`src/rtl/bfa_pkg.sv`:
```
// Shared types and constants of the bitmap fixed block allocator.
// No dependencies; every other file of the block imports it.
package bfa_pkg;

  localparam int unsigned MAX_ENTRIES_DEF = 256;
  localparam int unsigned GROUP_SIZE_DEF  = 8;

  localparam int unsigned SCAN_W   = 16;
  localparam int unsigned SCAN_LOG = 4;

  localparam int unsigned DATA_W  = 32;
  localparam int unsigned MUL_W   = 16;
  localparam int unsigned PADDR_W = 4;

  localparam logic [1:0] REG_GROUP_COUNT = 2'd0;
  localparam logic [1:0] REG_ENTRY_SIZE  = 2'd1;
  localparam logic [1:0] REG_POOL_BASE   = 2'd2;

  localparam logic [5:0]  GROUP_COUNT_RST = 6'd32;
  localparam logic [15:0] ENTRY_SIZE_RST  = 16'd64;
  localparam logic [31:0] POOL_BASE_RST   = 32'd0;

  localparam logic FUNC_ALLOC   = 1'b0;
  localparam logic FUNC_RELEASE = 1'b1;

  typedef enum logic [1:0] {
    ARITH_ADD,
    ARITH_SUB,
    ARITH_MUL
  } arith_op_e;

  typedef struct packed {
    arith_op_e          op;
    logic [DATA_W-1:0]  a;
    logic [DATA_W-1:0]  b;
  } arith_req_t;

  typedef struct packed {
    logic [DATA_W-1:0]  res;
    logic               ge;
  } arith_rsp_t;

  typedef enum logic [1:0] {
    MAP_HOLD,
    MAP_TAKE,
    MAP_GIVE
  } map_op_e;

  typedef enum logic [3:0] {
    S_IDLE,
    S_SCAN,
    S_AMUL,
    S_AADD,
    S_OFFSET,
    S_SPAN,
    S_CMP,
    S_DIV,
    S_FREE,
    S_OUT
  } state_e;

endpackage

```
`src/rtl/bfa_arith.sv`:
```
// Shared add, subtract-compare and 16x16 multiply unit of the allocator.
// Depends on bfa_pkg for the request and response types.
module bfa_arith (
  input  bfa_pkg::arith_req_t req_i,
  output bfa_pkg::arith_rsp_t rsp_o
);
  import bfa_pkg::*;

  logic [DATA_W:0]     diff;
  logic [2*MUL_W-1:0]  prod;

  assign diff = {1'b0, req_i.a} - {1'b0, req_i.b};
  assign prod = req_i.a[MUL_W-1:0] * req_i.b[MUL_W-1:0];

  always_comb begin
    rsp_o.ge = ~diff[DATA_W];
    case (req_i.op)
      ARITH_ADD: rsp_o.res = req_i.a + req_i.b;
      ARITH_SUB: rsp_o.res = diff[DATA_W-1:0];
      ARITH_MUL: rsp_o.res = DATA_W'(prod);
      default:   rsp_o.res = '0;
    endcase
  end

endmodule

```
`src/rtl/bfa_free_map.sv`:
```
// Free bitmap of the allocator, one bit per entry, 1 = free, reset to all free.
// Depends on bfa_pkg for the scan width and map operation codes.
module bfa_free_map #(
  parameter int unsigned CHUNK_W     = 4,
  parameter int unsigned IDX_W       = 8
) (
  input  logic                             clk_i,
  input  logic                             rst_ni,
  input  logic [CHUNK_W-1:0]               chunk_i,
  output logic [bfa_pkg::SCAN_W-1:0]       chunk_bits_o,
  input  bfa_pkg::map_op_e                 op_i,
  input  logic [IDX_W-1:0]                 idx_i
);
  import bfa_pkg::*;

  localparam int unsigned ROWS  = 1 << CHUNK_W;
  localparam int unsigned MAP_W = ROWS * SCAN_W;

  logic [MAP_W-1:0] free_q;

  always_ff @(posedge clk_i or negedge rst_ni) begin
    if (!rst_ni) begin
      free_q <= '1;
    end else begin
      for (int unsigned j = 0; j < MAP_W; j++) begin
        if (DATA_W'(idx_i) == DATA_W'(j)) begin
          if (op_i == MAP_TAKE) begin
            free_q[j] <= 1'b0;
          end else if (op_i == MAP_GIVE) begin
            free_q[j] <= 1'b1;
          end
        end
      end
    end
  end

  always_comb begin
    chunk_bits_o = '0;
    for (int unsigned c = 0; c < ROWS; c++) begin
      if (chunk_i == CHUNK_W'(c)) begin
        chunk_bits_o = free_q[c*SCAN_W +: SCAN_W];
      end
    end
  end

endmodule

```
`src/rtl/bitmap_fixed_block_allocator.sv`:
```
// Top level of the bitmap fixed block allocator: APB register file and sequencer.
// Depends on bfa_pkg, bfa_arith and bfa_free_map.
//
// Each request word is either an allocate (first free entry, lowest index) or
// a release of a byte address; one result word comes back per request, and no
// new request is taken until that result has been delivered. An allocate scans
// the free bitmap sixteen entries a cycle, then forms the address with a
// multiply and then an add on the shared arithmetic unit. A release forms the
// offset, the pool span and the bounds compare, then runs
// ceil(log2(MAX_ENTRIES)) restoring division steps on the same unit and frees
// the entry; an address outside the pool ends after the compare. The result is
// held until it is taken, then the sequencer returns to idle, where the next
// request is taken. The free map resets to all free in the reset cycle itself.
// Registers: group count at 0x0, entry size at 0x4, pool base at 0x8.
module bitmap_fixed_block_allocator #(
  parameter int unsigned MAX_ENTRIES = bfa_pkg::MAX_ENTRIES_DEF,
  parameter int unsigned GROUP_SIZE  = bfa_pkg::GROUP_SIZE_DEF
) (
  input  logic                          clk_i,
  input  logic                          rst_ni,
  input  logic                          psel,
  input  logic                          penable,
  input  logic                          pwrite,
  input  logic [bfa_pkg::PADDR_W-1:0]   paddr,
  input  logic [31:0]                   pwdata,
  output logic [31:0]                   prdata,
  output logic                          pready,
  input  logic                          in_valid_i,
  output logic                          in_stall_o,
  input  logic                          func_i,
  input  logic [31:0]                   release_address_i,
  output logic                          out_valid_o,
  input  logic                          out_stall_i,
  output logic                          ok_o,
  output logic [7:0]                    entry_index_o,
  output logic [31:0]                   entry_address_o
);
  import bfa_pkg::*;

  localparam int unsigned MAX_GROUPS = MAX_ENTRIES / GROUP_SIZE;
  localparam int unsigned IDX_W      = $clog2(MAX_ENTRIES);
  localparam int unsigned CNT_W      = $clog2(MAX_ENTRIES + 1);
  localparam int unsigned K_W        = (IDX_W > 1) ? $clog2(IDX_W) : 1;
  localparam int unsigned NCHUNK     = (MAX_ENTRIES + SCAN_W - 1) / SCAN_W;
  localparam int unsigned CHUNK_W    = (NCHUNK > 1) ? $clog2(NCHUNK) : 1;

  logic [5:0]  group_count_q;
  logic [15:0] entry_size_q;
  logic [31:0] pool_base_q;

  state_e             state_q, state_d;
  logic [CHUNK_W-1:0] chunk_q, chunk_d;
  logic [IDX_W-1:0]   idx_q, idx_d;
  logic [CNT_W-1:0]   n_q, n_d;
  logic [31:0]        addr_q, addr_d;
  logic [31:0]        acc_q, acc_d;
  logic [31:0]        span_q, span_d;
  logic [K_W-1:0]     k_q, k_d;
  logic               ok_q, ok_d;
  logic [7:0]         index_q, index_d;
  logic [31:0]        eaddr_q, eaddr_d;

  arith_req_t          arith_req;
  arith_rsp_t          arith_rsp;
  map_op_e             map_op;
  logic [IDX_W-1:0]    map_idx;
  logic [SCAN_W-1:0]   chunk_bits;
  logic [SCAN_W-1:0]   avail;
  logic [SCAN_LOG-1:0] first;
  logic [31:0]         chunk_base;
  logic [31:0]         found_pos;
  logic [31:0]         groups_sat;
  logic [31:0]         n_full;
  logic [31:0]         n_cap;
  logic [31:0]         idx_ext;
  logic                cfg_wr;

  // Configuration registers
  assign pready = 1'b1;
  assign cfg_wr = psel & penable & pwrite;

  always_ff @(posedge clk_i or negedge rst_ni) begin
    if (!rst_ni) begin
      group_count_q <= GROUP_COUNT_RST;
      entry_size_q  <= ENTRY_SIZE_RST;
      pool_base_q   <= POOL_BASE_RST;
    end else if (cfg_wr) begin
      case (paddr[3:2])
        REG_GROUP_COUNT: group_count_q <= pwdata[5:0];
        REG_ENTRY_SIZE:  entry_size_q  <= pwdata[15:0];
        REG_POOL_BASE:   pool_base_q   <= pwdata;
        default: ;
      endcase
    end
  end

  always_comb begin
    case (paddr[3:2])
      REG_GROUP_COUNT: prdata = 32'(group_count_q);
      REG_ENTRY_SIZE:  prdata = 32'(entry_size_q);
      REG_POOL_BASE:   prdata = pool_base_q;
      default:         prdata = '0;
    endcase
  end

  // Entries in use, saturated
  assign groups_sat = (32'(group_count_q) > 32'(MAX_GROUPS)) ? 32'(MAX_GROUPS)
                                                             : 32'(group_count_q);
  assign n_full     = groups_sat * 32'(GROUP_SIZE);
  assign n_cap      = (n_full > 32'(MAX_ENTRIES)) ? 32'(MAX_ENTRIES) : n_full;

  // Chunk scan
  assign chunk_base = 32'(chunk_q) << SCAN_LOG;

  always_comb begin
    for (int unsigned b = 0; b < SCAN_W; b++) begin
      avail[b] = chunk_bits[b] & ((chunk_base + 32'(b)) < 32'(n_q));
    end
    first = '0;
    for (int b = SCAN_W - 1; b >= 0; b--) begin
      if (avail[b]) begin
        first = SCAN_LOG'(b);
      end
    end
  end

  assign found_pos = chunk_base + 32'(first);

  bfa_arith u_arith (
    .req_i (arith_req),
    .rsp_o (arith_rsp)
  );

  bfa_free_map #(
    .CHUNK_W     (CHUNK_W),
    .IDX_W       (IDX_W)
  ) u_free_map (
    .clk_i        (clk_i),
    .rst_ni       (rst_ni),
    .chunk_i      (chunk_q),
    .chunk_bits_o (chunk_bits),
    .op_i         (map_op),
    .idx_i        (map_idx)
  );

  assign idx_ext = 32'(idx_q);

  always_ff @(posedge clk_i or negedge rst_ni) begin
    if (!rst_ni) begin
      state_q <= S_IDLE;
    end else begin
      state_q <= state_d;
    end
  end

  always_ff @(posedge clk_i) begin
    chunk_q <= chunk_d;
    idx_q   <= idx_d;
    n_q     <= n_d;
    addr_q  <= addr_d;
    acc_q   <= acc_d;
    span_q  <= span_d;
    k_q     <= k_d;
    ok_q    <= ok_d;
    index_q <= index_d;
    eaddr_q <= eaddr_d;
  end

  always_comb begin
    state_d   = state_q;
    chunk_d   = chunk_q;
    idx_d     = idx_q;
    n_d       = n_q;
    addr_d    = addr_q;
    acc_d     = acc_q;
    span_d    = span_q;
    k_d       = k_q;
    ok_d      = ok_q;
    index_d   = index_q;
    eaddr_d   = eaddr_q;
    arith_req = '{op: ARITH_ADD, a: '0, b: '0};
    map_op    = MAP_HOLD;
    map_idx   = idx_q;

    case (state_q)
      S_IDLE: begin
        if (in_valid_i) begin
          addr_d  = release_address_i;
          n_d     = n_cap[CNT_W-1:0];
          chunk_d = '0;
          ok_d    = 1'b0;
          index_d = '0;
          eaddr_d = '0;
          state_d = (func_i == FUNC_ALLOC) ? S_SCAN : S_OFFSET;
        end
      end
      S_SCAN: begin
        if (|avail) begin
          idx_d   = found_pos[IDX_W-1:0];
          map_op  = MAP_TAKE;
          map_idx = found_pos[IDX_W-1:0];
          state_d = S_AMUL;
        end else if ((chunk_base + 32'(SCAN_W)) >= 32'(n_q) ||
                     chunk_q == CHUNK_W'(NCHUNK - 1)) begin
          state_d = S_OUT;
        end else begin
          chunk_d = chunk_q + CHUNK_W'(1);
        end
      end
      S_AMUL: begin
        arith_req = '{op: ARITH_MUL, a: idx_ext, b: 32'(entry_size_q)};
        acc_d     = arith_rsp.res;
        state_d   = S_AADD;
      end
      S_AADD: begin
        arith_req = '{op: ARITH_ADD, a: pool_base_q, b: acc_q};
        eaddr_d   = arith_rsp.res;
        ok_d      = 1'b1;
        index_d   = idx_ext[7:0];
        state_d   = S_OUT;
      end
      S_OFFSET: begin
        arith_req = '{op: ARITH_SUB, a: addr_q, b: pool_base_q};
        acc_d     = arith_rsp.res;
        state_d   = S_SPAN;
      end
      S_SPAN: begin
        arith_req = '{op: ARITH_MUL, a: 32'(n_q), b: 32'(entry_size_q)};
        span_d    = arith_rsp.res;
        state_d   = S_CMP;
      end
      S_CMP: begin
        arith_req = '{op: ARITH_SUB, a: acc_q, b: span_q};
        if (arith_rsp.ge || entry_size_q == '0) begin
          state_d = S_OUT;
        end else begin
          idx_d   = '0;
          k_d     = K_W'(IDX_W - 1);
          state_d = S_DIV;
        end
      end
      S_DIV: begin
        arith_req = '{op: ARITH_SUB, a: acc_q, b: 32'(entry_size_q) << k_q};
        if (arith_rsp.ge) begin
          acc_d      = arith_rsp.res;
          idx_d[k_q] = 1'b1;
        end
        if (k_q == '0) begin
          state_d = S_FREE;
        end else begin
          k_d = k_q - K_W'(1);
        end
      end
      S_FREE: begin
        map_op  = MAP_GIVE;
        ok_d    = 1'b1;
        index_d = idx_ext[7:0];
        state_d = S_OUT;
      end
      S_OUT: begin
        if (!out_stall_i) begin
          state_d = S_IDLE;
        end
      end
      default: begin
        state_d = S_IDLE;
      end
    endcase
  end

  assign in_stall_o      = (state_q != S_IDLE);
  assign out_valid_o     = (state_q == S_OUT);
  assign ok_o            = ok_q;
  assign entry_index_o   = index_q;
  assign entry_address_o = eaddr_q;

endmodule
```
`config.mk`:
```
export PLATFORM = sky130hd
export DESIGN_NAME = bitmap_fixed_block_allocator
export DESIGN_NICKNAME = d
export VERILOG_FILES = /design/src/rtl/bfa_pkg.sv /design/src/rtl/bfa_arith.sv /design/src/rtl/bfa_free_map.sv /design/src/rtl/bitmap_fixed_block_allocator.sv
export SDC_FILE = /design/constraint.sdc
export NUM_CORES = 2
export LEC_CHECK = 0
export BUFFER_PORTS_ARGS = -buffer_cell sky130_fd_sc_hd__buf_2
export CAP_MARGIN = 20
export CORE_ASPECT_RATIO = 1.2
export CORE_MARGIN = 8
export CORE_UTILIZATION = 45
export CTS_CLUSTER_SIZE = 30
export DETAILED_ROUTE_END_ITERATION = 10
export GPL_TIMING_DRIVEN = 1
export SLEW_MARGIN = 5
export SYNTH_ARGS = -nofsm -noshare
export SYNTH_HDL_FRONTEND = slang
export SYNTH_SLANG_ARGS = --single-unit
```
`constraint.sdc`:
```
create_clock -name clk_i -period 18.2 [get_ports clk_i]
set_input_delay 0 -clock clk_i [delete_from_list [all_inputs] [get_ports clk_i]]
set_output_delay 0 -clock clk_i [all_outputs]
set_load 0.005 [all_outputs]
```
# Yosys cells after proc, flatten, opt, wreduce, memory -nomap -nowiden
# Index checks and enable logic that the tools add are counted.
[op_classes]
muxes = 70
n_bitwise = 20
n_shift = 1
mul = 1
addsub = 21
order_cmp = 21
reduce_logical = 288
n_eq_ne = 294
[op_table]
columns = ["op", "n"]
rows = [
  ["$eq A8 B8 Y1 const B", 128],
  ["$reduce_and A2 Y1", 263],
  ["$eq A8 B7 Y1 const B", 64],
  ["$pmux W66 S6", 1],
  ["$eq A8 B6 Y1 const B", 32],
  ["$mux W16", 16],
  ["$pmux W32 S3", 2],
  ["$lt A9 B9 Y1", 15],
  ["$eq A8 B5 Y1 const B", 16],
  ["$pmux W32 S2", 2],
  ["$mux W4", 25],
  ["$add A8 B4 Y9 const B", 8],
  ["$eq A8 B4 Y1 const B", 8],
  ["$mux W32", 2],
  ["$eq A4 B4 Y1 const B", 10],
  ["$mux W8", 5],
  ["$add A8 B3 Y9 const B", 4],
  ["$pmux W4 S9", 1],
  ["$sub A32 B32 Y33", 1],
  ["$add A32 B32 Y32", 1],
  ["$eq A4 B3 Y1 const B", 8],
  ["$eq A8 B3 Y1 const B", 4],
  ["$mul A16 B16 Y32", 1],
  ["$shl A16 B3 Y32", 1],
  ["47 further kinds", 98],
]
[totals]
out_inout_bits = 76
in_bits = 76
ff_bits = 475
wordCells = 987

# Longest topological paths before layout
[depth]
word_depth = 39
depth_mapped = 33
ltp_nobuf = 30

# Modules after synthesis
# A second synthesis with hierarchy kept.
[unflattened]
cells_unflattened = 3754
hier_area_um2 = 35755.5
[by_module_without_submodules]
columns = ["module", "instances", "area_per_inst_um2", "seq_area_each_um2", "cells_each"]
rows = [
  ["bfa_free_map", 1, 13422.9, 6726.5, 1411],
  ["bfa_arith", 1, 11786.3, 0.0, 1488],
  ["bitmap_fixed_block_allocator", 1, 10546.4, 6198.4, 855],
]

# Least setup slack after synthesis
# Ideal clock, no wire load.
[synth_timing]
path_type = "reg2reg"
start = "register state_q[1]"
end = "register acc_q[31] (data pin)"
n_path_buf = 3
setup_time_ps = 278
arrival_ps = 8402
t_required_ps = 17922
path_stages_with_launch = 29
path_slack_ps = 9520
synth_period_minus_slack_ps = 8680
cell_sequence = "dfrtp_1 clkbuf_1 clkbuf_1 nand2b_1 nor2_1 nand2_1 and4_1 clkbuf_1 inv_1 ha_1 fa_1 inv_1 fa_1 fa_1 inv_1 fa_1 fa_1 inv_1 fa_1 inv_1 ha_1 nand2_1 a2111oi_0 o211ai_1 a31oi_1 a31oi_1 o21ai_0 xnor2_1 o211ai_1"
[synth_between]
elab_chain_cells = 6
elab_cells_between_ends = 17
[synth_rtl]
columns = ["item", "line", "source"]
rows = [
  ["start, declared", "bitmap_fixed_block_allocator.sv:51", "state_e state_q, state_d;"],
  ["start signal, assigned", "bitmap_fixed_block_allocator.sv:152", "state_q <= state_d;"],
  ["$eq A4 B3 Y1 or $eq A4 B2 Y1 (tied branches)", "bitmap_fixed_block_allocator.sv:185", "case (state_q)"],
  ["$pmux W66 S6", "bitmap_fixed_block_allocator.sv:185", ""],
  ["$mul A16 B16 Y32, or another cell as far along", "bfa_arith.sv:13", "assign prod = req_i.a[MUL_W-1:0] * req_i.b[MUL_W-1:0];"],
  ["$pmux W32 S3", "bfa_arith.sv:17", "case (req_i.op)"],
  ["$mux W32", "bitmap_fixed_block_allocator.sv:244", "if (arith_rsp.ge) begin"],
  ["$pmux W32 S2 (*)", "bitmap_fixed_block_allocator.sv:185", ""],
  ["net acc_d[31]", "bitmap_fixed_block_allocator.sv:56", "logic [31:0] acc_q, acc_d;"],
  ["end signal, assigned", "bitmap_fixed_block_allocator.sv:161", "acc_q <= acc_d;"],
  ["end, declared", "bitmap_fixed_block_allocator.sv:56", ""],
]
# The timed path passes the listed nets; every way through them passes the cells marked *. The select of a mux whose other input is x is not followed.
# A chain may end at the register's enable or synchronous reset.

# Worst setup path after layout
[layout_timing]
start = "register state_q[2]"
end = "register span_q[24] (data pin)"
[layout_between]
elab_chain_cells = 4
elab_cells_between_ends = 14
[layout_rtl]
columns = ["item", "line", "source"]
rows = [
  ["$eq A4 B3 Y1 or $eq A4 B2 Y1 (tied branches)", "bitmap_fixed_block_allocator.sv:185", ""],
  ["$pmux W66 S6 (*)", "bitmap_fixed_block_allocator.sv:185", ""],
  ["$mul A16 B16 Y32, or another cell as far along", "bfa_arith.sv:13", ""],
  ["$pmux W32 S3 (*)", "bfa_arith.sv:17", ""],
  ["end signal, assigned", "bitmap_fixed_block_allocator.sv:162", "span_q <= span_d;"],
  ["end, declared", "bitmap_fixed_block_allocator.sv:57", "logic [31:0] span_q, span_d;"],
]
# Every way passes the cells marked *; elsewhere a longest branch is shown, timed or not.

==> impl_results.md <==
- Final Instance Area: 43000 sq um
- Vias: 32400
- Area leader, netlist: dfstp_2
- Final worst slack: 8.24 ns
- Worst-path clk slew: 0.06 ns
- Placement Setup Slack: 8.38 ns
- Ys Warns: 0
- Min cycle time layout: 9.96 ns
- Number of synthesized register bits: 472
- VDD IR max: 0.136 mV
- DRT iter0 DRCs: 2709
- Total Power: 7.34 mW
- Setup_tns: 0 ns
- P&R area growth vs syn: 10.5%
- Netlist Area Pre-Place: 38900 sq um
- Die H: 338 microns
- # hold bufs at CTS: 70
- RSZ-0062 raised after global routing: false
- Clock tree buffer depth: 3
- PwrDens: 171 nW/um^2
- Final hold violation count: 0
- Post-synth net total: 4574
- Post_cts resized: 0
- Max cap viols: 0
- Initial antenna violation count: 0
- DP HPWL: 94600 microns
- Worst setup SP type: register
- Via-per-instance ratio: 6.06
- Die area: 96100 sq um
- Crit-path max cell delay: 0.68 ns
- Average wire per cell in the routed design: 25.7 microns
- DIE WIDTH: 284 microns
- DR DRC count: 0
- Slowest CP cell: dfrtp_1
- GPL Wtd Cong: 0.969
- Ranking of synthesized cells by area: dfstp_2 17%, edfxtp_1 12%, fa_1 10%, mux2i_1 7.3%, ha_1 5.9%
- Distinct cells, synth: 102
- Area share of the largest cell type after synthesis: 17.4%
- Slew headroom: 22.5%
- Gr ovfl total: 0
- Worst Path Required: 18.53 ns
- Worst Path Arrival: 10.29 ns
- Worst hold path type: in -> async
- Starting Density: 45.3%
- TritonCTS clock tree: done
- Post-CTS Setup Bufs: 0
- Avg Inst Size Synth: 9.44 sq um
- Status: finished clean
- CP max FO: 41
- Setup violations, final: 0
- GRT Util Overall: 27.9%
- Sequential share of the synthesized area: 33.2%
- Hold_ws: 0.0337 ns
- CP dominant cell by count: inv_1
- Setup Skew: 0.0466 ns
- Final ANT Viol Nets: 0
- Fraction of layout cells with a size suffix above 1: 17.7%
- Wirelength, routed: 137000 microns
- I/O pins: 152
- Crit. End Element: register
- Synth cell count leaders: 590 x inv_1, 380 x nand2_1, 284 x mux2i_1, 258 x dfstp_2, 256 x o211ai_1
- CTS Root Cell: clkbuf_16
- Max Clock Freq: 100 MHz
- Max-slew violation count: 0
- Number of I/O port buffers: 148
- Clock Sinks: 472
- Number of synthesized flops with an enable pin: 158
- Path type of the worst setup path: reg -> reg
- Row cnt: 118
- Vias in the first global route: 32600
- Largest net degree at the start of global routing: 171
- Skew-Pair Late Insertion Delay: 0.66 ns
- CTS HTree Levels: 2
- Layout Nets: 4616
- 1st-pass router iterations: 6
- Post-DP Area: 40400 sq um
- First-pass GRT wire length: 207000 microns
- P_leak: 19.0 nW
- Syn Inst Count: 4118
- Most frequent cell after synthesis: inv_1
- Ys async rst share: 66.5%
- Final worst-path cycle share: 54.7%
- Actual transition at the worst max-transition pin: 1.16 ns
- Top FF cell, synth: dfstp_2
- Cts bufs inserted: 55
- Core area: 85900 sq um
metal layers:
| layer | GRT usage (%) | share of wire, % | up-vias |
|---|---|---|---|
| met5 | 0 | 0 | - |
| li1 | - | - | 14400 |
| met2 | 47.0 | 48 | 1297 |
| met1 | 35.0 | 40 | 16300 |
| met4 | 14.0 | 5.7 | 0 |
| met3 | 3.90 | 6.6 | 362 |
registers in the layout (all words and copies together) (netlist names), 16 cells and up:
signal / count
addr_q: 32
entry_size_q: 16
entry_address_o: 32
pool_base_q: 32
span_q: 32
u_free_map.free_q: 256
acc_q: 32
layout make-up:
class,instances,area (sq um)
Inverter,603,2270
Sequential cell,472,12900
Fill cell,8054,43000
Antenna cell,1,2.50
Timing Repair Buffer,297,2060
Clock inverter,24,253
Tap cell,1140,1430
Clock buffer,79,1590
Multi-Input combinational cell,2731,22400
cells in the final DEF, fill, tap and decap left out, drive strengths merged, types with 35 or more instances in the layout:
cell type	n
mux2i	297
dfstp	258
fa	196
a221oi	40
nor2b	50
and2	53
buf	227
ha	184
nor3	35
dfrtp	56
nand2	380
a22oi	55
edfxtp	158
inv	594
dlygate4sd3	70
a21oi	159
a221o	38
clkbuf	79
o211ai	276
mux2	66
nor2	243
o21ai	95
o221ai	35
worst paths after layout:
path	startpoint	end	slack, ns	depth (start not counted)
max in group asynchronous	rst_ni	u_free_map.free_q[183]	16.84	3
setup reg to reg	state_q[2]	span_q[24]	8.24	31
hold / removal	rst_ni	pool_base_q[30]	0.03	2
setup / recovery	state_q[2]	span_q[24]	8.24	31
min in group clk_i	release_address_i[15]	addr_q[15]	0.07	2
hold reg to reg	u_free_map.free_q[43]	u_free_map.free_q[43]	0.47	2
power by group:
part           switching (mW)  internal (mW)
clock network           0.493          0.653
logic                    2.94           1.27
registers               0.270           1.71
worst max-delay path: cells and delay by family (launching register included):
family | cells | cell delay, ns
fa+ha+maj | 8 | 3.60
compound gates | 8 | 2.00
buf+inv | 9 | 1.69
simple gates | 5 | 1.13
flops | 1 | 0.68
xor+xnor | 1 | 0.50
kinds of logic (layout without fill, tap and decap cells):
group                      Yosys count  count (layout)  share of synthesized area [%]
AOI/OAI and AO/OA                  998             998                           18.9
xor gates and xnor gates            34              34                          0.766
adders and majority gates          380             380                           16.0
buffers and inverters              915            1003                           9.50
DFF                                472             472                           33.2
muxes                              365             365                           10.0
other                                1               2                        0.00964
and+or+nand+nor                    953             953                           11.5
through the flow:
step	utilization [%]	cells
final	50.0	5347
after global routing	50.0	5346
after CTS	50.0	5345
after detailed placement	47.0	5172
after global placement	47.0	5172
after floorplan	-	4118
Note: power is estimated with default switching activity, not from simulation.
